<file path="config.mk">
export PLATFORM = sky130hd
export DESIGN_NAME = multilevel_priority_fifo_queue
export DESIGN_NICKNAME = d
export VERILOG_FILES = /design/src/hw/rtl/mpfq_pkg.sv /design/src/hw/rtl/multilevel_priority_fifo_queue.sv /design/src/hw/rtl/mpfq_ctrl.sv /design/src/hw/rtl/mpfq_dp.sv
export SDC_FILE = /design/constraint.sdc
export NUM_CORES = 2
export LEC_CHECK = 0
export ABC_AREA = 1
export ABC_CLOCK_PERIOD_IN_PS = 5900
export BUFFER_PORTS_ARGS = -buffer_cell sky130_fd_sc_hd__buf_4
export CAP_MARGIN = 20
export CORE_UTILIZATION = 45
export CTS_CLUSTER_DIAMETER = 80
export DETAILED_ROUTE_END_ITERATION = 12
export PLACE_DENSITY = 0.66
export SLEW_MARGIN = 20
export SYNTH_ARGS = -nofsm -noshare
export SYNTH_HDL_FRONTEND = slang
export SYNTH_SLANG_ARGS = --single-unit
</file>
<file path="constraint.sdc">
create_clock -name i_clk -period 5.9 [get_ports i_clk]
set_input_delay 1.18 -clock i_clk [delete_from_list [all_inputs] [get_ports i_clk]]
set_output_delay 1.18 -clock i_clk [all_outputs]
set_load 0.01 [all_outputs]
</file>
<file path="src/hw/rtl/mpfq_pkg.sv">
// Shared types and sizing constants for the multilevel priority FIFO queue.
// No dependencies; used by mpfq_ctrl, mpfq_dp and the top level.
`timescale 1ns / 1ps

package mpfq_pkg;

    // queue sizing
    localparam int NUM_LEVELS = 64;
    localparam int NUM_ELEMS  = 64;

    localparam int LVL_W   = (NUM_LEVELS > 1) ? $clog2(NUM_LEVELS) : 1;
    localparam int ID_W    = (NUM_ELEMS > 1) ? $clog2(NUM_ELEMS) : 1;
    localparam int COUNT_W = $clog2(NUM_ELEMS + 1);

    // top-level search: groups of eight level bits
    localparam int GRP      = 8;
    localparam int GRP_W    = 3;
    localparam int NUM_GRPS = (NUM_LEVELS + GRP - 1) / GRP;
    localparam int PAD_W    = NUM_GRPS * GRP;

    // port field widths
    localparam int REQ_FW = 2;
    localparam int ID_FW  = 6;
    localparam int LVL_FW = 6;
    localparam int CNT_FW = 7;

    typedef enum logic [1:0] {
        REQ_PUSH   = 2'd0,
        REQ_REMOVE = 2'd1,
        REQ_POP    = 2'd2,
        REQ_UPDATE = 2'd3
    } t_req;

    typedef enum logic [3:0] {
        ST_IDLE,
        ST_DECODE,
        ST_POP_RD,
        ST_POP_CAP,
        ST_UNL_RD,
        ST_UNL_LV,
        ST_UNL_WR,
        ST_LNK_RD,
        ST_LNK_WR,
        ST_FND_GRP,
        ST_FND_TOP,
        ST_RESULT
    } t_state;

    typedef enum logic [3:0] {
        OP_NONE,
        OP_ACCEPT,
        OP_POP_RD,
        OP_POP_CAP,
        OP_UNL_RD,
        OP_UNL_LV,
        OP_UNL_WR,
        OP_LNK_RD,
        OP_LNK_WR,
        OP_FND_GRP,
        OP_FND_TOP
    } t_dp_op;

    typedef struct packed {
        t_dp_op op;
        logic   res_load;
    } t_dp_cmd;

    typedef struct packed {
        t_req req;
        logic err;
        logic empty;
        logic lvl_busy;
    } t_dp_sts;

endpackage

</file>
<file path="src/hw/rtl/multilevel_priority_fifo_queue.sv">
// Each request steps through single-port memory states: pop reads and captures the head,
// then unlinks; remove unlinks; update unlinks and relinks; push links; all then search for
// the top level. Refused requests and pop of an empty queue go straight to the result.
// One request at a time; the next beat is taken in the idle cycle after the result loads.
// Reset (i_rst_n, synchronous, active low) clears level bits, membership and count;
// pointer memories need no clearing, so the block is ready right after reset.
`timescale 1ns / 1ps

module multilevel_priority_fifo_queue (
    input  logic                        i_clk,
    input  logic                        i_rst_n,
    input  logic                        i_valid,
    output logic                        o_ready,
    input  logic [mpfq_pkg::REQ_FW-1:0] i_req_type,
    input  logic [mpfq_pkg::ID_FW-1:0]  i_elem_id,
    input  logic [mpfq_pkg::LVL_FW-1:0] i_priority_req,
    output logic                        o_valid,
    input  logic                        i_ready,
    output logic [mpfq_pkg::ID_FW-1:0]  o_popped_id,
    output logic                        o_popped_valid,
    output logic [mpfq_pkg::LVL_FW-1:0] o_top_level,
    output logic                        o_queue_empty,
    output logic [mpfq_pkg::CNT_FW-1:0] o_elem_count,
    output logic                        o_req_error
);

    mpfq_pkg::t_dp_cmd cmd;
    mpfq_pkg::t_dp_sts sts;

    mpfq_ctrl u_ctrl (
        .i_clk   (i_clk),
        .i_rst_n (i_rst_n),
        .i_valid (i_valid),
        .o_ready (o_ready),
        .o_valid (o_valid),
        .i_ready (i_ready),
        .i_sts   (sts),
        .o_cmd   (cmd)
    );

    mpfq_dp u_dp (
        .i_clk          (i_clk),
        .i_rst_n        (i_rst_n),
        .i_req_type     (i_req_type),
        .i_elem_id      (i_elem_id),
        .i_priority_req (i_priority_req),
        .i_cmd          (cmd),
        .o_sts          (sts),
        .o_popped_id    (o_popped_id),
        .o_popped_valid (o_popped_valid),
        .o_top_level    (o_top_level),
        .o_queue_empty  (o_queue_empty),
        .o_elem_count   (o_elem_count),
        .o_req_error    (o_req_error)
    );

endmodule

</file>
<file path="src/hw/rtl/mpfq_ctrl.sv">
// Sequencer for the multilevel priority FIFO queue: walks each request
// through the pop, unlink, link and top-level search steps it needs. Depends on mpfq_pkg.
`timescale 1ns / 1ps

module mpfq_ctrl (
    input  logic             i_clk,
    input  logic             i_rst_n,
    input  logic             i_valid,
    output logic             o_ready,
    output logic             o_valid,
    input  logic             i_ready,
    input  mpfq_pkg::t_dp_sts i_sts,
    output mpfq_pkg::t_dp_cmd o_cmd
);

    mpfq_pkg::t_state r_state;
    mpfq_pkg::t_state n_state;
    logic             r_out_valid;
    logic             res_load;

    assign res_load = (r_state == mpfq_pkg::ST_RESULT) && (!r_out_valid || i_ready);

    always_comb begin
        n_state = r_state;
        unique case (r_state)
            mpfq_pkg::ST_IDLE: begin
                if (i_valid) n_state = mpfq_pkg::ST_DECODE;
            end
            mpfq_pkg::ST_DECODE: begin
                if (i_sts.err) begin
                    n_state = mpfq_pkg::ST_RESULT;
                end else begin
                    unique case (i_sts.req)
                        mpfq_pkg::REQ_PUSH: n_state = mpfq_pkg::ST_LNK_RD;
                        mpfq_pkg::REQ_POP:
                            n_state = i_sts.empty ? mpfq_pkg::ST_RESULT : mpfq_pkg::ST_POP_RD;
                        default: n_state = mpfq_pkg::ST_UNL_RD;
                    endcase
                end
            end
            mpfq_pkg::ST_POP_RD:  n_state = mpfq_pkg::ST_POP_CAP;
            mpfq_pkg::ST_POP_CAP: n_state = mpfq_pkg::ST_UNL_RD;
            mpfq_pkg::ST_UNL_RD:  n_state = mpfq_pkg::ST_UNL_LV;
            mpfq_pkg::ST_UNL_LV:  n_state = mpfq_pkg::ST_UNL_WR;
            mpfq_pkg::ST_UNL_WR: begin
                n_state = (i_sts.req == mpfq_pkg::REQ_UPDATE) ? mpfq_pkg::ST_LNK_RD
                                                                : mpfq_pkg::ST_FND_GRP;
            end
            mpfq_pkg::ST_LNK_RD: begin
                n_state = i_sts.lvl_busy ? mpfq_pkg::ST_LNK_WR : mpfq_pkg::ST_FND_GRP;
            end
            mpfq_pkg::ST_LNK_WR:  n_state = mpfq_pkg::ST_FND_GRP;
            mpfq_pkg::ST_FND_GRP: n_state = mpfq_pkg::ST_FND_TOP;
            mpfq_pkg::ST_FND_TOP: n_state = mpfq_pkg::ST_RESULT;
            mpfq_pkg::ST_RESULT: begin
                if (res_load) n_state = mpfq_pkg::ST_IDLE;
            end
            default: n_state = mpfq_pkg::ST_IDLE;
        endcase
    end

    always_comb begin
        o_cmd.op       = mpfq_pkg::OP_NONE;
        o_cmd.res_load = res_load;
        o_ready        = 1'b0;
        unique case (r_state)
            mpfq_pkg::ST_IDLE: begin
                o_ready = 1'b1;
                if (i_valid) o_cmd.op = mpfq_pkg::OP_ACCEPT;
            end
            mpfq_pkg::ST_POP_RD:  o_cmd.op = mpfq_pkg::OP_POP_RD;
            mpfq_pkg::ST_POP_CAP: o_cmd.op = mpfq_pkg::OP_POP_CAP;
            mpfq_pkg::ST_UNL_RD:  o_cmd.op = mpfq_pkg::OP_UNL_RD;
            mpfq_pkg::ST_UNL_LV:  o_cmd.op = mpfq_pkg::OP_UNL_LV;
            mpfq_pkg::ST_UNL_WR:  o_cmd.op = mpfq_pkg::OP_UNL_WR;
            mpfq_pkg::ST_LNK_RD:  o_cmd.op = mpfq_pkg::OP_LNK_RD;
            mpfq_pkg::ST_LNK_WR:  o_cmd.op = mpfq_pkg::OP_LNK_WR;
            mpfq_pkg::ST_FND_GRP: o_cmd.op = mpfq_pkg::OP_FND_GRP;
            mpfq_pkg::ST_FND_TOP: o_cmd.op = mpfq_pkg::OP_FND_TOP;
            default:              o_cmd.op = mpfq_pkg::OP_NONE;
        endcase
    end

    always_ff @(posedge i_clk) begin
        if (!i_rst_n) begin
            r_state     <= mpfq_pkg::ST_IDLE;
            r_out_valid <= 1'b0;
        end else begin
            r_state <= n_state;
            if (res_load) begin
                r_out_valid <= 1'b1;
            end else if (i_ready) begin
                r_out_valid <= 1'b0;
            end
        end
    end

    assign o_valid = r_out_valid;

endmodule

</file>
<file path="src/hw/rtl/mpfq_dp.sv">
// Datapath of the multilevel priority FIFO queue: per-level head/tail memories,
// per-element link memories, membership bits, count and top-level search.
// Depends on mpfq_pkg; driven by mpfq_ctrl.
`timescale 1ns / 1ps

module mpfq_dp (
    input  logic                          i_clk,
    input  logic                          i_rst_n,
    input  logic [mpfq_pkg::REQ_FW-1:0]   i_req_type,
    input  logic [mpfq_pkg::ID_FW-1:0]    i_elem_id,
    input  logic [mpfq_pkg::LVL_FW-1:0]   i_priority_req,
    input  mpfq_pkg::t_dp_cmd             i_cmd,
    output mpfq_pkg::t_dp_sts             o_sts,
    output logic [mpfq_pkg::ID_FW-1:0]    o_popped_id,
    output logic                          o_popped_valid,
    output logic [mpfq_pkg::LVL_FW-1:0]   o_top_level,
    output logic                          o_queue_empty,
    output logic [mpfq_pkg::CNT_FW-1:0]   o_elem_count,
    output logic                          o_req_error
);

    // memories
    logic [mpfq_pkg::ID_W-1:0]  m_head [mpfq_pkg::NUM_LEVELS];
    logic [mpfq_pkg::ID_W-1:0]  m_tail [mpfq_pkg::NUM_LEVELS];
    logic [mpfq_pkg::ID_W-1:0]  m_next [mpfq_pkg::NUM_ELEMS];
    logic [mpfq_pkg::ID_W-1:0]  m_prev [mpfq_pkg::NUM_ELEMS];
    logic [mpfq_pkg::LVL_W-1:0] m_elv  [mpfq_pkg::NUM_ELEMS];

    logic [mpfq_pkg::ID_W-1:0]  r_head_q, r_tail_q, r_next_q, r_prev_q;
    logic [mpfq_pkg::LVL_W-1:0] r_elv_q;

    logic [mpfq_pkg::LVL_W-1:0] head_addr, tail_addr;
    logic [mpfq_pkg::ID_W-1:0]  next_addr, prev_addr, elv_addr;
    logic                       head_we, tail_we, next_we, prev_we, elv_we;
    logic [mpfq_pkg::ID_W-1:0]  head_wd, tail_wd, next_wd, prev_wd;
    logic [mpfq_pkg::LVL_W-1:0] elv_wd;

    // control state
    logic [mpfq_pkg::NUM_LEVELS-1:0] r_nonempty;
    logic [mpfq_pkg::NUM_ELEMS-1:0]  r_member;
    logic [mpfq_pkg::COUNT_W-1:0]    r_count;
    logic [mpfq_pkg::LVL_W-1:0]      r_top;
    logic                            r_empty;

    // request and working registers
    mpfq_pkg::t_req             r_req;
    logic [mpfq_pkg::ID_W-1:0]  r_elem;
    logic [mpfq_pkg::LVL_W-1:0] r_lvl;
    logic                       r_err;
    logic [mpfq_pkg::ID_W-1:0]  r_pid;
    logic                       r_pvalid;
    logic [mpfq_pkg::LVL_W-1:0] r_ulv;
    logic [mpfq_pkg::ID_W-1:0]  r_nx, r_pv;
    logic                       r_grp_any [mpfq_pkg::NUM_GRPS];
    logic [mpfq_pkg::GRP_W-1:0] r_grp_idx [mpfq_pkg::NUM_GRPS];

    // output registers
    logic [mpfq_pkg::ID_FW-1:0]  r_o_pid;
    logic                        r_o_pvalid;
    logic [mpfq_pkg::LVL_FW-1:0] r_o_top;
    logic                        r_o_empty;
    logic [mpfq_pkg::CNT_FW-1:0] r_o_count;
    logic                        r_o_err;

    // request decode
    logic                       id_ok, member_in, err_in;
    logic [mpfq_pkg::ID_W-1:0]  e_in;
    logic [mpfq_pkg::LVL_W-1:0] pr_sat;
    logic                       lvl_busy, is_head, is_tail;

    logic [mpfq_pkg::PAD_W-1:0] nz_pad;
    logic                       grp_any [mpfq_pkg::NUM_GRPS];
    logic [mpfq_pkg::GRP_W-1:0] grp_idx [mpfq_pkg::NUM_GRPS];
    logic [mpfq_pkg::LVL_W-1:0] top_c;
    logic                       any_c;

    assign id_ok  = int'(i_elem_id) < mpfq_pkg::NUM_ELEMS;
    assign e_in   = id_ok ? mpfq_pkg::ID_W'(i_elem_id) : '0;
    assign member_in = id_ok && r_member[e_in];
    assign pr_sat = (int'(i_priority_req) >= mpfq_pkg::NUM_LEVELS)
                  ? mpfq_pkg::LVL_W'(mpfq_pkg::NUM_LEVELS - 1)
                  : mpfq_pkg::LVL_W'(i_priority_req);

    always_comb begin
        unique case (mpfq_pkg::t_req'(i_req_type))
            mpfq_pkg::REQ_PUSH: err_in = !id_ok || member_in;
            mpfq_pkg::REQ_POP:  err_in = 1'b0;
            default:            err_in = !member_in;
        endcase
    end

    assign lvl_busy = r_nonempty[r_lvl];
    assign is_head  = (r_head_q == r_elem);
    assign is_tail  = (r_tail_q == r_elem);

    assign o_sts.req      = r_req;
    assign o_sts.err      = r_err;
    assign o_sts.empty    = r_empty;
    assign o_sts.lvl_busy = lvl_busy;

    // memory port steering
    always_comb begin
        head_addr = r_lvl;
        head_we   = 1'b0;
        head_wd   = r_elem;
        tail_addr = r_lvl;
        tail_we   = 1'b0;
        tail_wd   = r_elem;
        next_addr = r_elem;
        next_we   = 1'b0;
        next_wd   = r_elem;
        prev_addr = r_elem;
        prev_we   = 1'b0;
        prev_wd   = r_tail_q;
        elv_addr  = r_elem;
        elv_we    = 1'b0;
        elv_wd    = r_lvl;
        unique case (i_cmd.op)
            mpfq_pkg::OP_POP_RD: head_addr = r_top;
            mpfq_pkg::OP_UNL_LV: begin
                head_addr = r_elv_q;
                tail_addr = r_elv_q;
            end
            mpfq_pkg::OP_UNL_WR: begin
                // head only: advance head; tail only: back up tail;
                // middle: splice neighbors; sole element: level bit clears
                head_addr = r_ulv;
                head_we   = is_head && !is_tail;
                head_wd   = r_nx;
                tail_addr = r_ulv;
                tail_we   = is_tail && !is_head;
                tail_wd   = r_pv;
                next_addr = r_pv;
                next_we   = !is_head && !is_tail;
                next_wd   = r_nx;
                prev_addr = r_nx;
                prev_we   = !is_head && !is_tail;
                prev_wd   = r_pv;
            end
            mpfq_pkg::OP_LNK_RD: begin
                // empty level: element becomes head and tail now
                head_we = !lvl_busy;
                tail_we = !lvl_busy;
                elv_we  = !lvl_busy;
            end
            mpfq_pkg::OP_LNK_WR: begin
                tail_we   = 1'b1;
                next_addr = r_tail_q;
                next_we   = 1'b1;
                prev_we   = 1'b1;
                elv_we    = 1'b1;
            end
            default: ;
        endcase
    end

    always_ff @(posedge i_clk) begin
        if (head_we) m_head[head_addr] <= head_wd;
        r_head_q <= m_head[head_addr];
    end

    always_ff @(posedge i_clk) begin
        if (tail_we) m_tail[tail_addr] <= tail_wd;
        r_tail_q <= m_tail[tail_addr];
    end

    always_ff @(posedge i_clk) begin
        if (next_we) m_next[next_addr] <= next_wd;
        r_next_q <= m_next[next_addr];
    end

    always_ff @(posedge i_clk) begin
        if (prev_we) m_prev[prev_addr] <= prev_wd;
        r_prev_q <= m_prev[prev_addr];
    end

    always_ff @(posedge i_clk) begin
        if (elv_we) m_elv[elv_addr] <= elv_wd;
        r_elv_q <= m_elv[elv_addr];
    end

    // top-level search, first stage: highest set bit within each group
    assign nz_pad = mpfq_pkg::PAD_W'(r_nonempty);

    always_comb begin
        for (int g = 0; g < mpfq_pkg::NUM_GRPS; g++) begin
            grp_any[g] = |nz_pad[g*mpfq_pkg::GRP +: mpfq_pkg::GRP];
            grp_idx[g] = '0;
            for (int b = 0; b < mpfq_pkg::GRP; b++) begin
                if (nz_pad[g*mpfq_pkg::GRP + b]) grp_idx[g] = mpfq_pkg::GRP_W'(b);
            end
        end
    end

    // second stage: highest non-empty group
    always_comb begin
        top_c = '0;
        any_c = 1'b0;
        for (int g = 0; g < mpfq_pkg::NUM_GRPS; g++) begin
            if (r_grp_any[g]) begin
                top_c = mpfq_pkg::LVL_W'(g * mpfq_pkg::GRP + int'(r_grp_idx[g]));
                any_c = 1'b1;
            end
        end
    end

    always_ff @(posedge i_clk) begin
        if (!i_rst_n) begin
            r_nonempty <= '0;
            r_member   <= '0;
            r_count    <= '0;
            r_top      <= '0;
            r_empty    <= 1'b1;
        end else begin
            unique case (i_cmd.op)
                mpfq_pkg::OP_UNL_WR: begin
                    r_member[r_elem] <= 1'b0;
                    if (r_count != '0) r_count <= r_count - mpfq_pkg::COUNT_W'(1);
                    if (is_head && is_tail) r_nonempty[r_ulv] <= 1'b0;
                end
                mpfq_pkg::OP_LNK_RD: begin
                    if (!lvl_busy) begin
                        r_nonempty[r_lvl] <= 1'b1;
                        r_member[r_elem]  <= 1'b1;
                        r_count           <= r_count + mpfq_pkg::COUNT_W'(1);
                    end
                end
                mpfq_pkg::OP_LNK_WR: begin
                    r_member[r_elem] <= 1'b1;
                    r_count          <= r_count + mpfq_pkg::COUNT_W'(1);
                end
                mpfq_pkg::OP_FND_TOP: begin
                    r_top   <= top_c;
                    r_empty <= !any_c;
                end
                default: ;
            endcase
        end
    end

    always_ff @(posedge i_clk) begin
        unique case (i_cmd.op)
            mpfq_pkg::OP_ACCEPT: begin
                r_req    <= mpfq_pkg::t_req'(i_req_type);
                r_elem   <= e_in;
                r_lvl    <= pr_sat;
                r_err    <= err_in;
                r_pid    <= '0;
                r_pvalid <= 1'b0;
            end
            mpfq_pkg::OP_POP_CAP: begin
                r_elem   <= r_head_q;
                r_pid    <= r_head_q;
                r_pvalid <= 1'b1;
            end
            mpfq_pkg::OP_UNL_LV: begin
                r_ulv <= r_elv_q;
                r_nx  <= r_next_q;
                r_pv  <= r_prev_q;
            end
            mpfq_pkg::OP_FND_GRP: begin
                r_grp_any <= grp_any;
                r_grp_idx <= grp_idx;
            end
            default: ;
        endcase
        if (i_cmd.res_load) begin
            r_o_pid    <= mpfq_pkg::ID_FW'(r_pid);
            r_o_pvalid <= r_pvalid;
            r_o_top    <= mpfq_pkg::LVL_FW'(r_top);
            r_o_empty  <= r_empty;
            r_o_count  <= mpfq_pkg::CNT_FW'(r_count);
            r_o_err    <= r_err;
        end
    end

    assign o_popped_id    = r_o_pid;
    assign o_popped_valid = r_o_pvalid;
    assign o_top_level    = r_o_top;
    assign o_queue_empty  = r_o_empty;
    assign o_elem_count   = r_o_count;
    assign o_req_error    = r_o_err;

`ifndef SYNTH
    a_count_matches_members: assert property (@(posedge i_clk) disable iff (!i_rst_n)
        $countones(r_member) == int'(r_count))
        else $error("element count differs from membership bits");

    a_empty_matches_levels: assert property (@(posedge i_clk) disable iff (!i_rst_n)
        i_cmd.res_load |-> (r_empty == (r_nonempty == '0)))
        else $error("empty flag disagrees with level bits at result");

    a_empty_matches_count: assert property (@(posedge i_clk) disable iff (!i_rst_n)
        i_cmd.res_load |-> (r_empty == (r_count == '0)))
        else $error("empty flag disagrees with element count at result");

    a_unlink_member: assert property (@(posedge i_clk) disable iff (!i_rst_n)
        (i_cmd.op == mpfq_pkg::OP_UNL_WR) |-> r_member[r_elem])
        else $error("unlink of an element that is not queued");
`endif

endmodule
</file>
==> out/results.txt <==
run status -> complete, no violations
Top Ports -> 42
Synth area leaders -> edfxtp_1 (65%), nand2_1 (15%), dfxtp_1 (3.8%)
WP buf/inv -> 3
DRT antenna net count -> 0
final core occ -> 50.5%
setup tns final -> 0 ns
DP HPWL -> 155000 um
initial core utilization -> 45.5%
Critical R2R Launch -> u_dp.elv_wd[0]$_DFFE_PN_
die footprint -> 210000 um^2
Synth cell types -> 49
syn nets -> 9168
final setup fails -> 0
routed length per instance -> 21.3 um
Worst Path Max Fanout -> 26
cell count after synthesis -> 9144
Die Span X -> 458 um
CP Cell Sequence -> inv_1, nand3_1, o22ai_1, nor2_1, nand2_1, nand2_1, nand2_1, nor2_1, nand3_1, buf_4, nand2_2, inv_1, nand2_2, nand2_1, nor2_1
via/cell ratio -> 5.48
worst hold margin -> 0.367 ns
DRT Wirelength -> 255000 um
Req. time, crit path -> 6.38 ns
Most used DFF post-synth -> edfxtp_1
Slew Viols, Final -> 0
clk buf depth -> 3
ys async rst share -> 0%
routed vias -> 65544
Routability Congestion -> 0.929
vias in the first global route -> 63517
clock net sink count -> 2191
Worst-Margin Slew -> 1.15 ns
GRT Total Usage -> 24.0%
hold path depth -> 0
core area -> 205000 um^2
r2r endpoint -> u_dp.m_tail[34][5]$_DFFE_PP_
Row Count -> 166
CTS buffer count -> 213
initial antenna violation count -> 8
global-route wire length before repair -> 384000 um
PD cells -> 451 nW/um^2
leak pwr -> 40.0 nW
R2R cell count -> 15
Max Fclk -> 196 MHz
flop2flop setup slack -> 0.79 ns
Worst Setup Start Kind -> flop
Tightest Hold Check Type -> flop to flop
DRT iter0 DRCs -> 7608
hold_sp -> u_dp.r_prev_q[3]$_DFF_P_
largest net degree at the start of global routing -> 203
critical setup path kind -> flop to flop
Post-CTS Hold Buffers -> 0
router iterations before antenna repair -> 6
Overflow after GRT -> 0
CTS tree -> done
Final period util -> 86.6%
port bufs -> 41
slowest stage delay, CP -> 0.65 ns
top cell type's share of synthesized area -> 64.7%
Root Buffer -> clkbuf_16
count leader, synth -> nand2_1
Mapped Avg Cell Area -> 10.2 um^2
Resized cells post-CTS -> 0
slew margin rel. -> 22.9%
cell mode on critical path -> nand2_1
register area share after synthesis -> 68.5%
Slowest-stage cell, CP -> nand3_1
critical path capture point type -> flop
Hold EP -> u_dp.r_pv[3]$_DFFE_PN_
post-synth top area cell -> edfxtp_1
latest clock arrival within the worst-skew pair -> 0.89 ns
RSZ-0062 raised after global routing -> no
nets -> 9097
Syn. warnings -> 0
Arr. time, crit path -> 5.59 ns
synthesized area -> 93500 um^2
Clock Skew -> 0.0511 ns
#FFs+latches synth -> 2191
number of synthesized flops with an enable pin -> 2014
synth cell count leaders -> nand2_1 (3717), edfxtp_1 (2014), nor2_1 (622), inv_1 (576), nand3_1 (436)
share of cells above drive strength 1 -> 6.62%
worst vdd ir -> 0.357 mV
Die H -> 458 um
delay-heaviest family, CP -> simple AND/OR/NAND/NOR gates
residual DRC count -> 0
P&R area growth vs syn -> 11.0%
max-cap violation count -> 0
fin crit period -> 5.11 ns
H-tree levels -> 4
total setup buffers inserted after CTS -> 0
FILL cells -> 18043
final hold vios -> 0
Reg clk slew, reported paths -> 0.07 ns
-- worst max path at each step --
| stage | from | end | depth (start not counted) |
|---|---|---|---|
| finish | u_dp.elv_wd[0]$_DFFE_PN_ | u_dp.m_tail[34][5]$_DFFE_PP_ | 15 |
| global route | u_dp.elv_wd[0]$_DFFE_PN_ | u_dp.m_tail[26][4]$_DFFE_PP_ | 15 |
| global placement | u_dp.elv_wd[2]$_DFFE_PN_ | u_dp.m_tail[58][0]$_DFFE_PP_ | 12 |
| floorplan | u_ctrl.r_state[2]$_SDFFE_PN0P_ | u_dp.m_prev[32][0]$_DFFE_PP_ | 9 |
| CTS | u_dp.elv_wd[0]$_DFFE_PN_ | u_dp.m_tail[34][5]$_DFFE_PP_ | 15 |
| detailed placement | u_dp.elv_wd[0]$_DFFE_PN_ | u_dp.m_tail[34][4]$_DFFE_PP_ | 15 |
-- report_power, final --
group | total, mW | switching (mW) | internal [mW]
Clock | 14.0 | 6.04 | 7.92
Sequential | 19.0 | 0.319 | 18.6
Combinational | 13.9 | 10.8 | 3.09
Total | 46.8 | 17.2 | 29.7
-- layout make-up --
cell class | instances | area, um^2 | area share, %
Sequential cell | 2191 | 64000 | 61.7
Multi-Input combinational cell | 5895 | 25600 | 24.7
Clock buffer | 279 | 5780 | 5.57
Tap cell | 2688 | 3360 | 3.24
Inverter | 624 | 2350 | 2.27
Clock inverter | 126 | 1430 | 1.38
Timing Repair Buffer | 148 | 1190 | 1.14
Antenna cell | 6 | 15.0 | 0.0145
-- through the flow --
stage	setup slack, ns	std cells	power [mW]	instance area [um^2]
after CTS	0.899	11951	46.8	104000
after global routing	0.521	11955	48.8	104000
after detailed placement	0.937	11546	33.0	96500
after floorplan	1.22	9144	28.0	93500
after global placement	1.03	11545	32.9	96500
final	0.792	11957	46.8	104000
-- sequential cells by signal (all words and copies together), names as in the netlist, 7 cells and up, named ones only --
| signal | flops |
|---|---|
| u_dp.r_grp_idx | 24 |
| u_dp.m_elv | 384 |
| u_dp.r_grp_any | 8 |
| u_dp.m_tail | 384 |
| u_dp.o_elem_count | 7 |
| u_dp.nz_pad | 64 |
| u_dp.r_count | 7 |
| u_dp.m_next | 384 |
| u_dp.m_prev | 384 |
| u_dp.m_head | 384 |
-- metal layers --
layer | track usage, % | up-vias | routed length, um
met5 | 0 | - | 0
met4 | 10.6 | 0 | 11100
met3 | 4.08 | 542 | 20700
met2 | 39.0 | 2907 | 121000
met1 | 31.6 | 31607 | 102000
li1 | - | 30488 | -
-- kinds of logic after synthesis --
logic type / count (synthesis) / synth area share, %
multiplexers: 2 / 0.0214
XOR/XNOR: 6 / 0.0562
adder cells (fa/ha/maj): 6 / 0.0884
flip-flops: 2191 / 68.5
AO/OA/AOI/OAI: 696 / 4.28
AND/OR/NAND/NOR: 5185 / 22.6
buffers and inverters: 1058 / 4.46
-- cell usage in the layout, fill, tap and decap left out, types with 104 or more instances in the layout --
master,n
dfxtp_1,177
inv_1,575
nand3b_1,105
nand4_1,129
nor2_1,616
clkbuf_16,214
nor3_1,104
o21ai_0,201
nand3_1,435
buf_4,142
edfxtp_1,2014
a21oi_1,259
nand2_1,3707
No activity file was read; power rests on OpenSTA's default activity.
